## src/design/lbs_pkg.sv

```systemverilog
// Package of the letterbox scaler: sizes, derived widths, codes and types.
// Used by the interfaces, the geometry unit and the top level.
`timescale 1ns / 1ps

package lbs_pkg;

  localparam int MAX_SRC_WIDTH  = 512;
  localparam int MAX_SRC_HEIGHT = 512;
  localparam int MAX_DST_SIZE   = 1024;
  localparam int FRAC_BITS      = 16;

  localparam int POS_W      = 10;
  localparam int SRC_SZ_W   = 10;
  localparam int DST_SZ_W   = 11;
  localparam int CH_W       = 8;
  localparam int PIX_W      = 3 * CH_W;
  localparam int CFG_ADDR_W = 3;
  localparam int CFG_DATA_W = 11;

  localparam int RST_SRC_SIZE = 512;
  localparam int RST_DST_SIZE = 640;

  localparam int XW      = $clog2(MAX_SRC_WIDTH);
  localparam int YW      = $clog2(MAX_SRC_HEIGHT);
  localparam int SMW     = (XW > YW) ? XW : YW;
  localparam int RW      = SMW + FRAC_BITS;
  localparam int PW      = POS_W + RW;
  localparam int IW      = PW - FRAC_BITS;
  localparam int PRW     = DST_SZ_W + SRC_SZ_W;
  localparam int DN_U    = PRW + 2;
  localparam int DN      = (RW > DN_U) ? RW : DN_U;
  localparam int DD      = ((SRC_SZ_W + 1) > DST_SZ_W) ? SRC_SZ_W + 1 : DST_SZ_W;
  localparam int CNT_W   = $clog2(DN);
  localparam int BANK_AW = (XW - 1) + (YW - 1);
  localparam int BANK_DEPTH = 1 << BANK_AW;
  localparam int HW      = CH_W + FRAC_BITS;
  localparam int VW      = HW + FRAC_BITS;

  localparam logic KIND_LOAD  = 1'b0;
  localparam logic KIND_QUERY = 1'b1;

  typedef enum logic [CFG_ADDR_W-1:0] {
    REG_SRC_W = 3'd0,
    REG_SRC_H = 3'd1,
    REG_DST_W = 3'd2,
    REG_DST_H = 3'd3,
    REG_PAD0  = 3'd4,
    REG_PAD1  = 3'd5,
    REG_PAD2  = 3'd6
  } cfg_reg_t;

  typedef enum logic [3:0] {
    G_PROD,
    G_LDU,
    G_DIV_U,
    G_LDX,
    G_DIV_X,
    G_LDY,
    G_DIV_Y,
    G_EDGE,
    G_IDLE
  } geom_state_t;

  typedef struct packed {
    logic [DST_SZ_W-1:0] left;
    logic [DST_SZ_W-1:0] right;
    logic [DST_SZ_W-1:0] top;
    logic [DST_SZ_W-1:0] bottom;
    logic [RW-1:0]       rx;
    logic [RW-1:0]       ry;
    logic [XW-1:0]       sw_m1;
    logic [YW-1:0]       sh_m1;
  } geom_t;

endpackage

```

## src/design/lbs_geom.sv

```systemverilog
// Geometry unit: unpadded size, pads and Q-format step ratios from the size registers.
// Uses one shared restoring divider; depends on lbs_pkg.
`timescale 1ns / 1ps

module lbs_geom (
  input  logic                          clk,
  input  logic                          rst_n,
  input  logic                          cfg_we,
  input  logic [lbs_pkg::SRC_SZ_W-1:0]  src_width,
  input  logic [lbs_pkg::SRC_SZ_W-1:0]  src_height,
  input  logic [lbs_pkg::DST_SZ_W-1:0]  dst_width,
  input  logic [lbs_pkg::DST_SZ_W-1:0]  dst_height,
  output lbs_pkg::geom_t                geom,
  output logic                          busy
);
  import lbs_pkg::*;

  geom_state_t state_r, state_nxt;

  logic [SRC_SZ_W-1:0] sw_c, sh_c, sw_r, sh_r;
  logic [DST_SZ_W-1:0] dw_c, dh_c, dw_r, dh_r, uw_r, uh_r;
  logic [PRW-1:0]      pw_r, ph_r;
  logic                fit_r;
  logic [DN-1:0]       div_num_r;
  logic [DD-1:0]       div_rem_r, div_den_r;
  logic [CNT_W-1:0]    cnt_r;
  geom_t               geom_r;

  logic [DD:0]         dv_sh;
  logic [DD-1:0]       dv_rem;
  logic                dv_bit;
  logic [DST_SZ_W-1:0] q_c, uw_new, uh_new, left_c, top_c;
  logic [DD-1:0]       den_x, den_y;
  logic [XW-1:0]       sw_m1_c;
  logic [YW-1:0]       sh_m1_c;
  logic                fit_c;

  // Sizes saturated to their legal ranges.
  always_comb begin
    if (src_width == '0) begin
      sw_c = SRC_SZ_W'(1);
    end else if (32'(src_width) > MAX_SRC_WIDTH) begin
      sw_c = SRC_SZ_W'(MAX_SRC_WIDTH);
    end else begin
      sw_c = src_width;
    end
    if (src_height == '0) begin
      sh_c = SRC_SZ_W'(1);
    end else if (32'(src_height) > MAX_SRC_HEIGHT) begin
      sh_c = SRC_SZ_W'(MAX_SRC_HEIGHT);
    end else begin
      sh_c = src_height;
    end
    if (dst_width == '0) begin
      dw_c = DST_SZ_W'(1);
    end else if (32'(dst_width) > MAX_DST_SIZE) begin
      dw_c = DST_SZ_W'(MAX_DST_SIZE);
    end else begin
      dw_c = dst_width;
    end
    if (dst_height == '0) begin
      dh_c = DST_SZ_W'(1);
    end else if (32'(dst_height) > MAX_DST_SIZE) begin
      dh_c = DST_SZ_W'(MAX_DST_SIZE);
    end else begin
      dh_c = dst_height;
    end
  end

  // One quotient bit per cycle.
  always_comb begin
    dv_sh = {div_rem_r, div_num_r[DN-1]};
    if (dv_sh >= {1'b0, div_den_r}) begin
      dv_rem = DD'(dv_sh - {1'b0, div_den_r});
      dv_bit = 1'b1;
    end else begin
      dv_rem = dv_sh[DD-1:0];
      dv_bit = 1'b0;
    end
  end

  always_comb begin
    fit_c   = (pw_r <= ph_r);
    q_c     = div_num_r[DST_SZ_W-1:0];
    uw_new  = fit_r ? dw_r : q_c;
    uh_new  = fit_r ? q_c : dh_r;
    den_x   = (uw_new > DST_SZ_W'(1)) ? DD'(uw_new - 1'b1) : DD'(1);
    den_y   = (uh_r > DST_SZ_W'(1)) ? DD'(uh_r - 1'b1) : DD'(1);
    sw_m1_c = XW'(sw_r - 1'b1);
    sh_m1_c = YW'(sh_r - 1'b1);
    left_c  = DST_SZ_W'((dw_r - uw_r) >> 1);
    top_c   = DST_SZ_W'((dh_r - uh_r) >> 1);
  end

  // Next state.
  always_comb begin
    state_nxt = state_r;
    case (state_r)
      G_PROD:  state_nxt = G_LDU;
      G_LDU:   state_nxt = G_DIV_U;
      G_DIV_U: if (cnt_r == CNT_W'(DN - 1)) state_nxt = G_LDX;
      G_LDX:   state_nxt = G_DIV_X;
      G_DIV_X: if (cnt_r == CNT_W'(DN - 1)) state_nxt = G_LDY;
      G_LDY:   state_nxt = G_DIV_Y;
      G_DIV_Y: if (cnt_r == CNT_W'(DN - 1)) state_nxt = G_EDGE;
      G_EDGE:  state_nxt = G_IDLE;
      G_IDLE:  state_nxt = G_IDLE;
      default: state_nxt = G_IDLE;
    endcase
    if (cfg_we) begin
      state_nxt = G_PROD;
    end
  end

  // Outputs.
  always_comb begin
    busy = (state_r != G_IDLE);
    geom = geom_r;
  end

  always_ff @(posedge clk) begin
    if (!rst_n) begin
      state_r <= G_PROD;
    end else begin
      state_r <= state_nxt;
    end
  end

  always_ff @(posedge clk) begin
    case (state_r)
      G_PROD: begin
        sw_r <= sw_c;
        sh_r <= sh_c;
        dw_r <= dw_c;
        dh_r <= dh_c;
        pw_r <= PRW'(dw_c) * PRW'(sh_c);
        ph_r <= PRW'(dh_c) * PRW'(sw_c);
      end
      G_LDU: begin
        fit_r     <= fit_c;
        div_num_r <= fit_c ? DN'({pw_r, 1'b0}) + DN'(sw_r) : DN'({ph_r, 1'b0}) + DN'(sh_r);
        div_den_r <= fit_c ? DD'({sw_r, 1'b0}) : DD'({sh_r, 1'b0});
        div_rem_r <= '0;
        cnt_r     <= '0;
      end
      G_DIV_U, G_DIV_X, G_DIV_Y: begin
        div_num_r <= {div_num_r[DN-2:0], dv_bit};
        div_rem_r <= dv_rem;
        cnt_r     <= cnt_r + 1'b1;
      end
      G_LDX: begin
        uw_r      <= uw_new;
        uh_r      <= uh_new;
        div_num_r <= DN'({sw_m1_c, {FRAC_BITS{1'b0}}});
        div_den_r <= den_x;
        div_rem_r <= '0;
        cnt_r     <= '0;
      end
      G_LDY: begin
        geom_r.rx <= div_num_r[RW-1:0];
        div_num_r <= DN'({sh_m1_c, {FRAC_BITS{1'b0}}});
        div_den_r <= den_y;
        div_rem_r <= '0;
        cnt_r     <= '0;
      end
      G_EDGE: begin
        geom_r.ry     <= div_num_r[RW-1:0];
        geom_r.left   <= left_c;
        geom_r.right  <= DST_SZ_W'(left_c + uw_r);
        geom_r.top    <= top_c;
        geom_r.bottom <= DST_SZ_W'(top_c + uh_r);
        geom_r.sw_m1  <= sw_m1_c;
        geom_r.sh_m1  <= sh_m1_c;
      end
      default: ;
    endcase
  end

endmodule

```

## config.mk

```make
export PLATFORM = sky130hd
export DESIGN_NAME = lbs_geom
export DESIGN_NICKNAME = d
export VERILOG_FILES = /design/src/design/lbs_pkg.sv /design/src/design/lbs_geom.sv
export SDC_FILE = /design/constraint.sdc
export NUM_CORES = 1
export LEC_CHECK = 0
export BUFFER_PORTS_ARGS = -buffer_cell sky130_fd_sc_hd__buf_4
export CORE_MARGIN = 10
export CORE_UTILIZATION = 28
export DETAILED_ROUTE_END_ITERATION = 7
export GPL_ROUTABILITY_DRIVEN = 0
export PLACE_DENSITY_LB_ADDON = 0.2
export SLEW_MARGIN = 0
export SYNTH_ARGS = -nofsm -noshare
export SYNTH_HDL_FRONTEND = slang
export SYNTH_SLANG_ARGS = --single-unit
export TNS_END_PERCENT = 100
```

## constraint.sdc

```tcl
create_clock -name clk -period 9.35 [get_ports clk]
set_clock_uncertainty 0.05 [all_clocks]
set_input_delay 0.935 -clock clk [delete_from_list [all_inputs] [get_ports clk]]
set_output_delay 0.935 -clock clk [all_outputs]
set_load 0.05 [all_outputs]
```

* Yosys cells after proc, flatten, opt, wreduce, memory -nomap -nowiden
Cells that the tools add are included.
** Cells by class
- Multipliers :: 2
- Bitwise operators :: 1
- Equality and inequality tests :: 12
- Magnitude comparators :: 8
- Reductions and logical operators :: 12
- Add/sub/neg operators :: 12
- Multiplexer cells :: 24
** Operators by type and width (count)
- 2-to-1 mux 11 bit :: 10
- case mux 25 bit (4 select lines) :: 1
- adder 22 x 10 -> 23 bit :: 2
- multiplier 11 x 10 -> 21 bit :: 2
- 2-to-1 mux 10 bit :: 4
- case mux 11 bit (3 select lines) :: 1
- subtractor 11 bit :: 3
- case mux 4 bit (7 select lines) :: 1
- 2-to-1 mux 23 bit :: 1
- adder 10 x 11 -> 11 bit :: 2
- greater-than comparator 11 x 1 -> 1 bit, second input constant :: 2
- greater-than comparator 11 bit, second input constant :: 2
- zero test 11 bit :: 2
- case mux 11 bit (2 select lines) :: 1
- subtractor 11 x 1 -> 11 bit, second input constant :: 2
- less-or-equal comparator 21 bit :: 1
- greater-than comparator 10 bit, second input constant :: 2
- zero test 10 bit :: 2
- subtractor 9 x 1 -> 9 bit, second input constant :: 2
- == test 4 x 3 -> 1 bit, second input constant :: 4
- greater-or-equal comparator 12 x 11 -> 1 bit :: 1
- 2-to-1 mux 4 bit :: 3
- case mux 5 bit (2 select lines) :: 1
- == test 4 x 2 -> 1 bit, second input constant :: 2
- other kinds (14) :: 17
** Storage, ports and cells
- Output and inout bits :: 113
- Flip-flop bits (word level) :: 273
- Word-level logic and storage cells :: 93
- Bits of input ports :: 45

* Longest topological paths before layout
- Depth in word-level cells :: 4
- Mapped depth :: 25
- Depth with buffers taken out :: 25

* Least setup slack after synthesis
Ideal clock, no wire load.
- Path kind :: register to register
- Start :: reg state_r[2]
- End :: reg dh_r[0] (enable)
- Slack :: 0.042 ns
- Required time :: 8.567 ns
- Arrival time :: 8.525 ns
- Cell stages (with the launch flop) :: 3
- Cell sequence :: dfxtp_1 > clkbuf_1 > nor4_1
** On the way
- Word-level cells in the longest chain between the ends :: 1
** Ends and longest elaborated chain
- start: declaration :: line lbs_geom.sv:18 : geom_state_t state_r, state_nxt;
- start signal: assignment :: line lbs_geom.sv:125 : state_r <= state_nxt;
- zero test 4 bit :: line lbs_geom.sv:130 : case (state_r)
- end signal: assignment :: line lbs_geom.sv:135 : dh_r <= dh_c;
- end: declaration :: line lbs_geom.sv:21 : logic [DST_SZ_W-1:0] dw_c, dh_c, dw_r, dh_r, uw_r, uh_r;
No other way between the ends.
A chain may end at the register's enable or synchronous reset.

* Worst setup path in the final report
- Start :: in dst_width[4] (netlist bit)
- End :: reg pw_r[19] (data pin)
** On the way
- Word-level cells in the longest chain between the ends :: 4
** Ends and longest elaborated chain
- start: declaration :: line lbs_geom.sv:11 : input logic [lbs_pkg::DST_SZ_W-1:0] dst_width,
- greater-than comparator 11 bit :: line lbs_geom.sv:56 : end else if (32'(dst_width) > MAX_DST_SIZE) begin
- 2-to-1 mux 11 bit :: line lbs_geom.sv:56
- 2-to-1 mux 11 bit (*) :: line lbs_geom.sv:54 : if (dst_width == '0) begin
- net dw_c[5] :: line lbs_geom.sv:21
- multiplier 11 x 10 -> 21 bit (*) :: line lbs_geom.sv:136 : pw_r <= PRW'(dw_c) * PRW'(sh_c);
- end signal: assignment :: line lbs_geom.sv:136
- end: declaration :: line lbs_geom.sv:22 : logic [PRW-1:0] pw_r, ph_r;
The timed path passes the listed nets; every way through them passes the cells marked *.

==> impl_metrics.xml <==
<?xml version="1.0" encoding="UTF-8"?>
<metrics>
  <group name="logic_synthesis">
    <metric name="async_reset_ff_frac" unit="">0</metric>
    <metric name="syn-cell-area" unit="sq um">21300</metric>
    <metric name="postSynthCellCount" unit="">2009</metric>
    <metric name="synth-edff-count" unit="">269</metric>
    <metric name="ffs_latches_synth" unit="">273</metric>
    <metric name="synthDistinctLibCells" unit="">78</metric>
    <metric name="synthFlopType" unit="">sky130_fd_sc_hd__edfxtp_1</metric>
    <metric name="seq_area_frac_synth" unit="">0.382</metric>
    <metric name="synth_warnings" unit="">0</metric>
    <metric name="synthesis.area_per_instance" unit="sq um">10.6</metric>
  </group>
  <group name="global_routing">
    <metric name="grt_antenna_before_repair" unit="">0</metric>
    <metric name="grt_pass1_wl" unit="um">94100</metric>
    <metric name="globalRouteTotalUtil" unit="">0.138</metric>
    <metric name="grt_start_max_net_pins" unit="">82</metric>
    <metric name="grt.overflow.total" unit="">0</metric>
    <metric name="first_global_vias" unit="">15707</metric>
  </group>
  <group name="drt">
    <metric name="top_signal_layer_used" unit="">met4</metric>
    <metric name="first_iter_violations" unit="">833</metric>
    <metric name="drt-total-wl" unit="um">60500</metric>
    <metric name="routed-wl-met3" unit="um">2730</metric>
    <metric name="detail_route.wl_per_cell" unit="um">19.1</metric>
    <metric name="drt-pass1-iter-count" unit="">5</metric>
    <metric name="detailroute.wirelength.met2" unit="um">30000</metric>
    <metric name="vias_post_dr" unit="">15006</metric>
    <metric name="detail-route-antenna-nets" unit="">0</metric>
    <metric name="route.detailed.vias_per_inst" unit="">4.75</metric>
    <metric name="wirelength_met1" unit="um">25900</metric>
    <metric name="drt_drc_violations_left" unit="">0</metric>
  </group>
  <group name="pwr">
    <metric name="power_switching_share" unit="">0.336</metric>
    <metric name="total_leakage_power" unit="nW">11.0</metric>
    <metric name="vdd_drop_max" unit="uV">187</metric>
    <metric name="power.net_switching" unit="mW">1.41</metric>
    <metric name="power.share.clock" unit="">0.288</metric>
    <metric name="power_frac_comb" unit="">0.307</metric>
    <metric name="cellPowerDensity" unit="nW/um^2">170</metric>
    <metric name="sequential_share_of_power" unit="">0.405</metric>
    <metric name="power" unit="mW">4.19</metric>
    <metric name="internal-power" unit="mW">2.78</metric>
  </group>
  <group name="clock_tree">
    <metric name="cts-buffers-inserted" unit="">30</metric>
    <metric name="tritoncts" unit="">yes</metric>
    <metric name="cts_hold_repair.buffers" unit="">0</metric>
    <metric name="htree_levels" unit="">1</metric>
    <metric name="cts.repair_timing.setup_buffer_count" unit="">0</metric>
    <metric name="cts-root-to-sink-buffers" unit="">3</metric>
    <metric name="cts.repair.resized" unit="">0</metric>
    <metric name="clk_root_buffer_cell" unit="">sky130_fd_sc_hd__clkbuf_16</metric>
    <metric name="clk_pin_slew_worst_paths" unit="ns">0.06</metric>
    <metric name="clock_latency_at_the_later_pin_of_the_worst_skew_pair" unit="ns">0.58</metric>
    <metric name="cts.sinks" unit="">273</metric>
  </group>
  <group name="sta">
    <metric name="finalSetupViolations" unit="">0</metric>
    <metric name="tightest_slew" unit="ns">1.13</metric>
    <metric name="post-route-period-util" unit="">0.739</metric>
    <metric name="final.min_clock_period" unit="ns">6.91</metric>
    <metric name="maxSlewViolCount" unit="">0</metric>
    <metric name="setup-tns-final" unit="ns">0</metric>
    <metric name="unrepaired_setup_endpoints_after_global_routing" unit="">false</metric>
    <metric name="slew_headroom" unit="">0.248</metric>
    <metric name="finalHoldViolations" unit="">0</metric>
    <metric name="final.setup.worst_slack" unit="ns">2.44</metric>
    <metric name="max_fclk" unit="GHz">0.145</metric>
  </group>
  <group name="worst_hold_path">
    <metric name="timing.hold.worst.class" unit="">register to register</metric>
  </group>
  <group name="worst_setup_path">
    <metric name="register_to_register_path_setup_slack" unit="ns">5.73</metric>
    <metric name="critPathLaunchType" unit="">input port</metric>
    <metric name="cp-end-kind" unit="">register</metric>
    <metric name="crit_type" unit="">input port to register</metric>
    <metric name="timing.critical_path.fanout_max" unit="">7</metric>
    <metric name="critical_path_required" unit="ns">9.63</metric>
    <metric name="cp_data_arrival_time" unit="ns">7.18</metric>
  </group>
  <group name="finish">
    <metric name="area.growth.synth_to_final" unit="%">15.4</metric>
    <metric name="fillers" unit="">7669</metric>
    <metric name="num-nets-final" unit="">2559</metric>
    <metric name="ff_latch_area" unit="sq um">8160</metric>
    <metric name="diodes" unit="">0</metric>
    <metric name="layout-drive-gt1-share" unit="">0.119</metric>
    <metric name="multiInputGateArea" unit="sq um">12000</metric>
  </group>
  <group name="run_status">
    <metric name="run_status" unit="">complete, no violations</metric>
  </group>
  <group name="die">
    <metric name="fp.dieArea" unit="sq um">87600</metric>
    <metric name="floorplan.rows" unit="">101</metric>
    <metric name="floorplan.initialDensity" unit="">0.282</metric>
    <metric name="ios" unit="">158</metric>
    <metric name="coreArea" unit="sq um">75700</metric>
    <metric name="chipWidth" unit="um">296</metric>
    <metric name="die_y" unit="um">296</metric>
  </group>
  <group name="job">
    <metric name="max_cap_violations" unit="">0</metric>
  </group>
  <group name="placement">
    <metric name="dp_hpwl" unit="um">48100</metric>
    <metric name="place.port_buffers" unit="">155</metric>
    <metric name="dpl_worst_slack" unit="ns">1.84</metric>
  </group>
</metrics>
-- per-stage QoR --
step / instance area, sq um / hold WS, ns / utilization / std cells
2_1_floorplan: 21300 / 0.394 / - / 2010
3_3_place_gp: 23600 / 0.430 / 0.312 / 3105
3_5_place_dp: 23600 / 0.448 / 0.312 / 3105
4_1_cts: 24600 / 0.440 / 0.325 / 3159
5_1_grt: 24600 / 0.460 / 0.325 / 3159
6_report: 24600 / 0.462 / 0.325 / 3159
-- metal layers --
layer  global-route usage  vias to the layer above
met4               0.0413                        0
met5                    0                        -
li1                     -                     7149
met1                0.175                     7467
met2                0.242                      306
met3               0.0171                       84
-- cells by family after synthesis --
group,after synthesis,synth area share
simple gates,556,0.120
fa+ha+maj,355,0.260
buf+inv,320,0.0573
compound gates,303,0.0936
flops,273,0.382
xor+xnor,148,0.0608
mux,53,0.0259
other cells,1,0.000176
-- cells in the final DEF, fill, tap and decap left out, types with 8 or more instances in the layout --
master	n
sky130_fd_sc_hd__o21ai_0	67
sky130_fd_sc_hd__nor4_1	9
sky130_fd_sc_hd__clkbuf_16	31
sky130_fd_sc_hd__a21o_1	35
sky130_fd_sc_hd__nor3_1	39
sky130_fd_sc_hd__nand4_1	8
sky130_fd_sc_hd__a211oi_1	9
sky130_fd_sc_hd__or3_1	10
sky130_fd_sc_hd__nand3_1	29
sky130_fd_sc_hd__xor2_1	48
sky130_fd_sc_hd__xnor2_1	100
sky130_fd_sc_hd__mux2i_1	35
sky130_fd_sc_hd__and2_1	31
sky130_fd_sc_hd__o21bai_1	11
sky130_fd_sc_hd__ha_1	208
sky130_fd_sc_hd__o21a_1	11
sky130_fd_sc_hd__buf_4	169
sky130_fd_sc_hd__a21oi_1	92
sky130_fd_sc_hd__inv_1	259
sky130_fd_sc_hd__clkinv_1	16
sky130_fd_sc_hd__nand2_1	159
sky130_fd_sc_hd__nor2_1	185
sky130_fd_sc_hd__edfxtp_1	269
sky130_fd_sc_hd__nor2b_1	14
sky130_fd_sc_hd__mux2_2	18
sky130_fd_sc_hd__fa_1	147
sky130_fd_sc_hd__and3_1	12
sky130_fd_sc_hd__nand2b_1	37
-- area by class of cell --
class / count / share of cell area
clock buffers: 35 / 0.0321
clock inverters: 19 / 0.00788
inverters: 268 / 0.0408
multi-input cells: 1417 / 0.487
flip-flops and latches: 273 / 0.331
well taps: 978 / 0.0497
repair buffers: 169 / 0.0515
-- flip-flops by register name, indices dropped and copies added (netlist names) --
name	cells
cnt_r	5
div_den_r	11
state_r	4
sw_r	10
div_num_r	25
geom	110
ph_r	21
uw_r	11
sh_r	10
fit_r	1
pw_r	21
div_rem_r	11
dw_r	11
uh_r	11
dh_r	11
-- worst max-delay path: stages --
cell,delay [ns]
sky130_fd_sc_hd__buf_4,0.11
sky130_fd_sc_hd__nor4_1,0.27
sky130_fd_sc_hd__nand3_1,0.12
sky130_fd_sc_hd__o21ai_0,0.39
sky130_fd_sc_hd__nand2_1,0.27
sky130_fd_sc_hd__inv_1,0.19
sky130_fd_sc_hd__nand2_1,0.10
sky130_fd_sc_hd__fa_1,0.54
sky130_fd_sc_hd__inv_1,0.05
sky130_fd_sc_hd__fa_1,0.49
sky130_fd_sc_hd__inv_1,0.05
sky130_fd_sc_hd__fa_1,0.48
sky130_fd_sc_hd__inv_1,0.06
sky130_fd_sc_hd__fa_1,0.53
sky130_fd_sc_hd__inv_1,0.06
sky130_fd_sc_hd__fa_1,0.53
sky130_fd_sc_hd__inv_1,0.04
sky130_fd_sc_hd__ha_1,0.34
sky130_fd_sc_hd__a211o_1,0.32
sky130_fd_sc_hd__a211o_1,0.32
sky130_fd_sc_hd__a41oi_2,0.23
sky130_fd_sc_hd__a21oi_1,0.14
sky130_fd_sc_hd__a221oi_2,0.34
sky130_fd_sc_hd__a21oi_1,0.12
sky130_fd_sc_hd__xor2_1,0.15
-- power groups by stage --
stage | registers (mW) | logic [mW] | clock network [mW]
2_1_floorplan | 1.64 | 0.963 | 0
3_3_place_gp | 1.73 | 1.27 | 0
3_5_place_dp | 1.73 | 1.29 | 0
4_1_cts | 1.70 | 1.30 | 1.25
5_1_grt | 1.71 | 1.46 | 1.29
6_report | 1.70 | 1.29 | 1.21
-- cells in the mapped netlist, types with 3 or more instances --
cell / instances / area (sq um)
sky130_fd_sc_hd__nor4_1: 10 / 62.6
sky130_fd_sc_hd__mux2i_1: 35 / 350
sky130_fd_sc_hd__nand4_1: 8 / 50.1
sky130_fd_sc_hd__o211ai_1: 3 / 22.5
sky130_fd_sc_hd__nor2b_1: 14 / 87.6
sky130_fd_sc_hd__o31a_1: 5 / 43.8
sky130_fd_sc_hd__nand2_1: 159 / 597
sky130_fd_sc_hd__fa_1: 147 / 2940
sky130_fd_sc_hd__a31oi_1: 5 / 31.3
sky130_fd_sc_hd__a222oi_1: 4 / 40.0
sky130_fd_sc_hd__buf_4: 3 / 22.5
sky130_fd_sc_hd__o21a_1: 11 / 82.6
sky130_fd_sc_hd__a21oi_2: 4 / 35.0
sky130_fd_sc_hd__clkinv_1: 7 / 26.3
sky130_fd_sc_hd__ha_1: 208 / 2600
sky130_fd_sc_hd__dfxtp_1: 4 / 80.1
sky130_fd_sc_hd__and3_1: 12 / 75.1
sky130_fd_sc_hd__a22o_1: 4 / 35.0
sky130_fd_sc_hd__inv_1: 260 / 976
sky130_fd_sc_hd__or3_1: 10 / 62.6
sky130_fd_sc_hd__xor2_1: 48 / 420
sky130_fd_sc_hd__a211oi_1: 9 / 67.6
sky130_fd_sc_hd__a22oi_1: 7 / 52.6
sky130_fd_sc_hd__clkbuf_1: 40 / 150
sky130_fd_sc_hd__nor3b_1: 5 / 37.5
sky130_fd_sc_hd__a211o_1: 3 / 26.3
sky130_fd_sc_hd__o21ai_1: 6 / 30.0
sky130_fd_sc_hd__and2_1: 31 / 194
sky130_fd_sc_hd__o31ai_1: 3 / 22.5
sky130_fd_sc_hd__nor3_1: 39 / 195
sky130_fd_sc_hd__mux2_2: 18 / 203
sky130_fd_sc_hd__o21ai_0: 67 / 335
sky130_fd_sc_hd__nand2b_1: 37 / 231
sky130_fd_sc_hd__nand3_1: 29 / 145
sky130_fd_sc_hd__a21o_1: 35 / 263
sky130_fd_sc_hd__edfxtp_1: 269 / 8080
sky130_fd_sc_hd__o21bai_1: 11 / 82.6
sky130_fd_sc_hd__xnor2_1: 100 / 876
sky130_fd_sc_hd__nand3b_1: 3 / 22.5
sky130_fd_sc_hd__buf_2: 8 / 40.0
sky130_fd_sc_hd__a21oi_1: 92 / 460
sky130_fd_sc_hd__or2_2: 5 / 31.3
sky130_fd_sc_hd__nor2_1: 186 / 698
-- final timing paths --
| path | startpoint | to | depth (start not counted) |
|---|---|---|---|
| setup reg to reg | uh_r[1]$_DFFE_PP_ | geom[78]$_DFFE_PN_ | 14 |
| hold / removal | div_num_r[17]$_DFFE_PP_ | geom[60]$_DFFE_PP_ | 0 |
| hold reg to reg | div_num_r[17]$_DFFE_PP_ | geom[60]$_DFFE_PP_ | 0 |
| setup / recovery | dst_width[4] | pw_r[19]$_DFFE_PP_ | 25 |
Note: power is estimated with default switching activity, not from simulation.
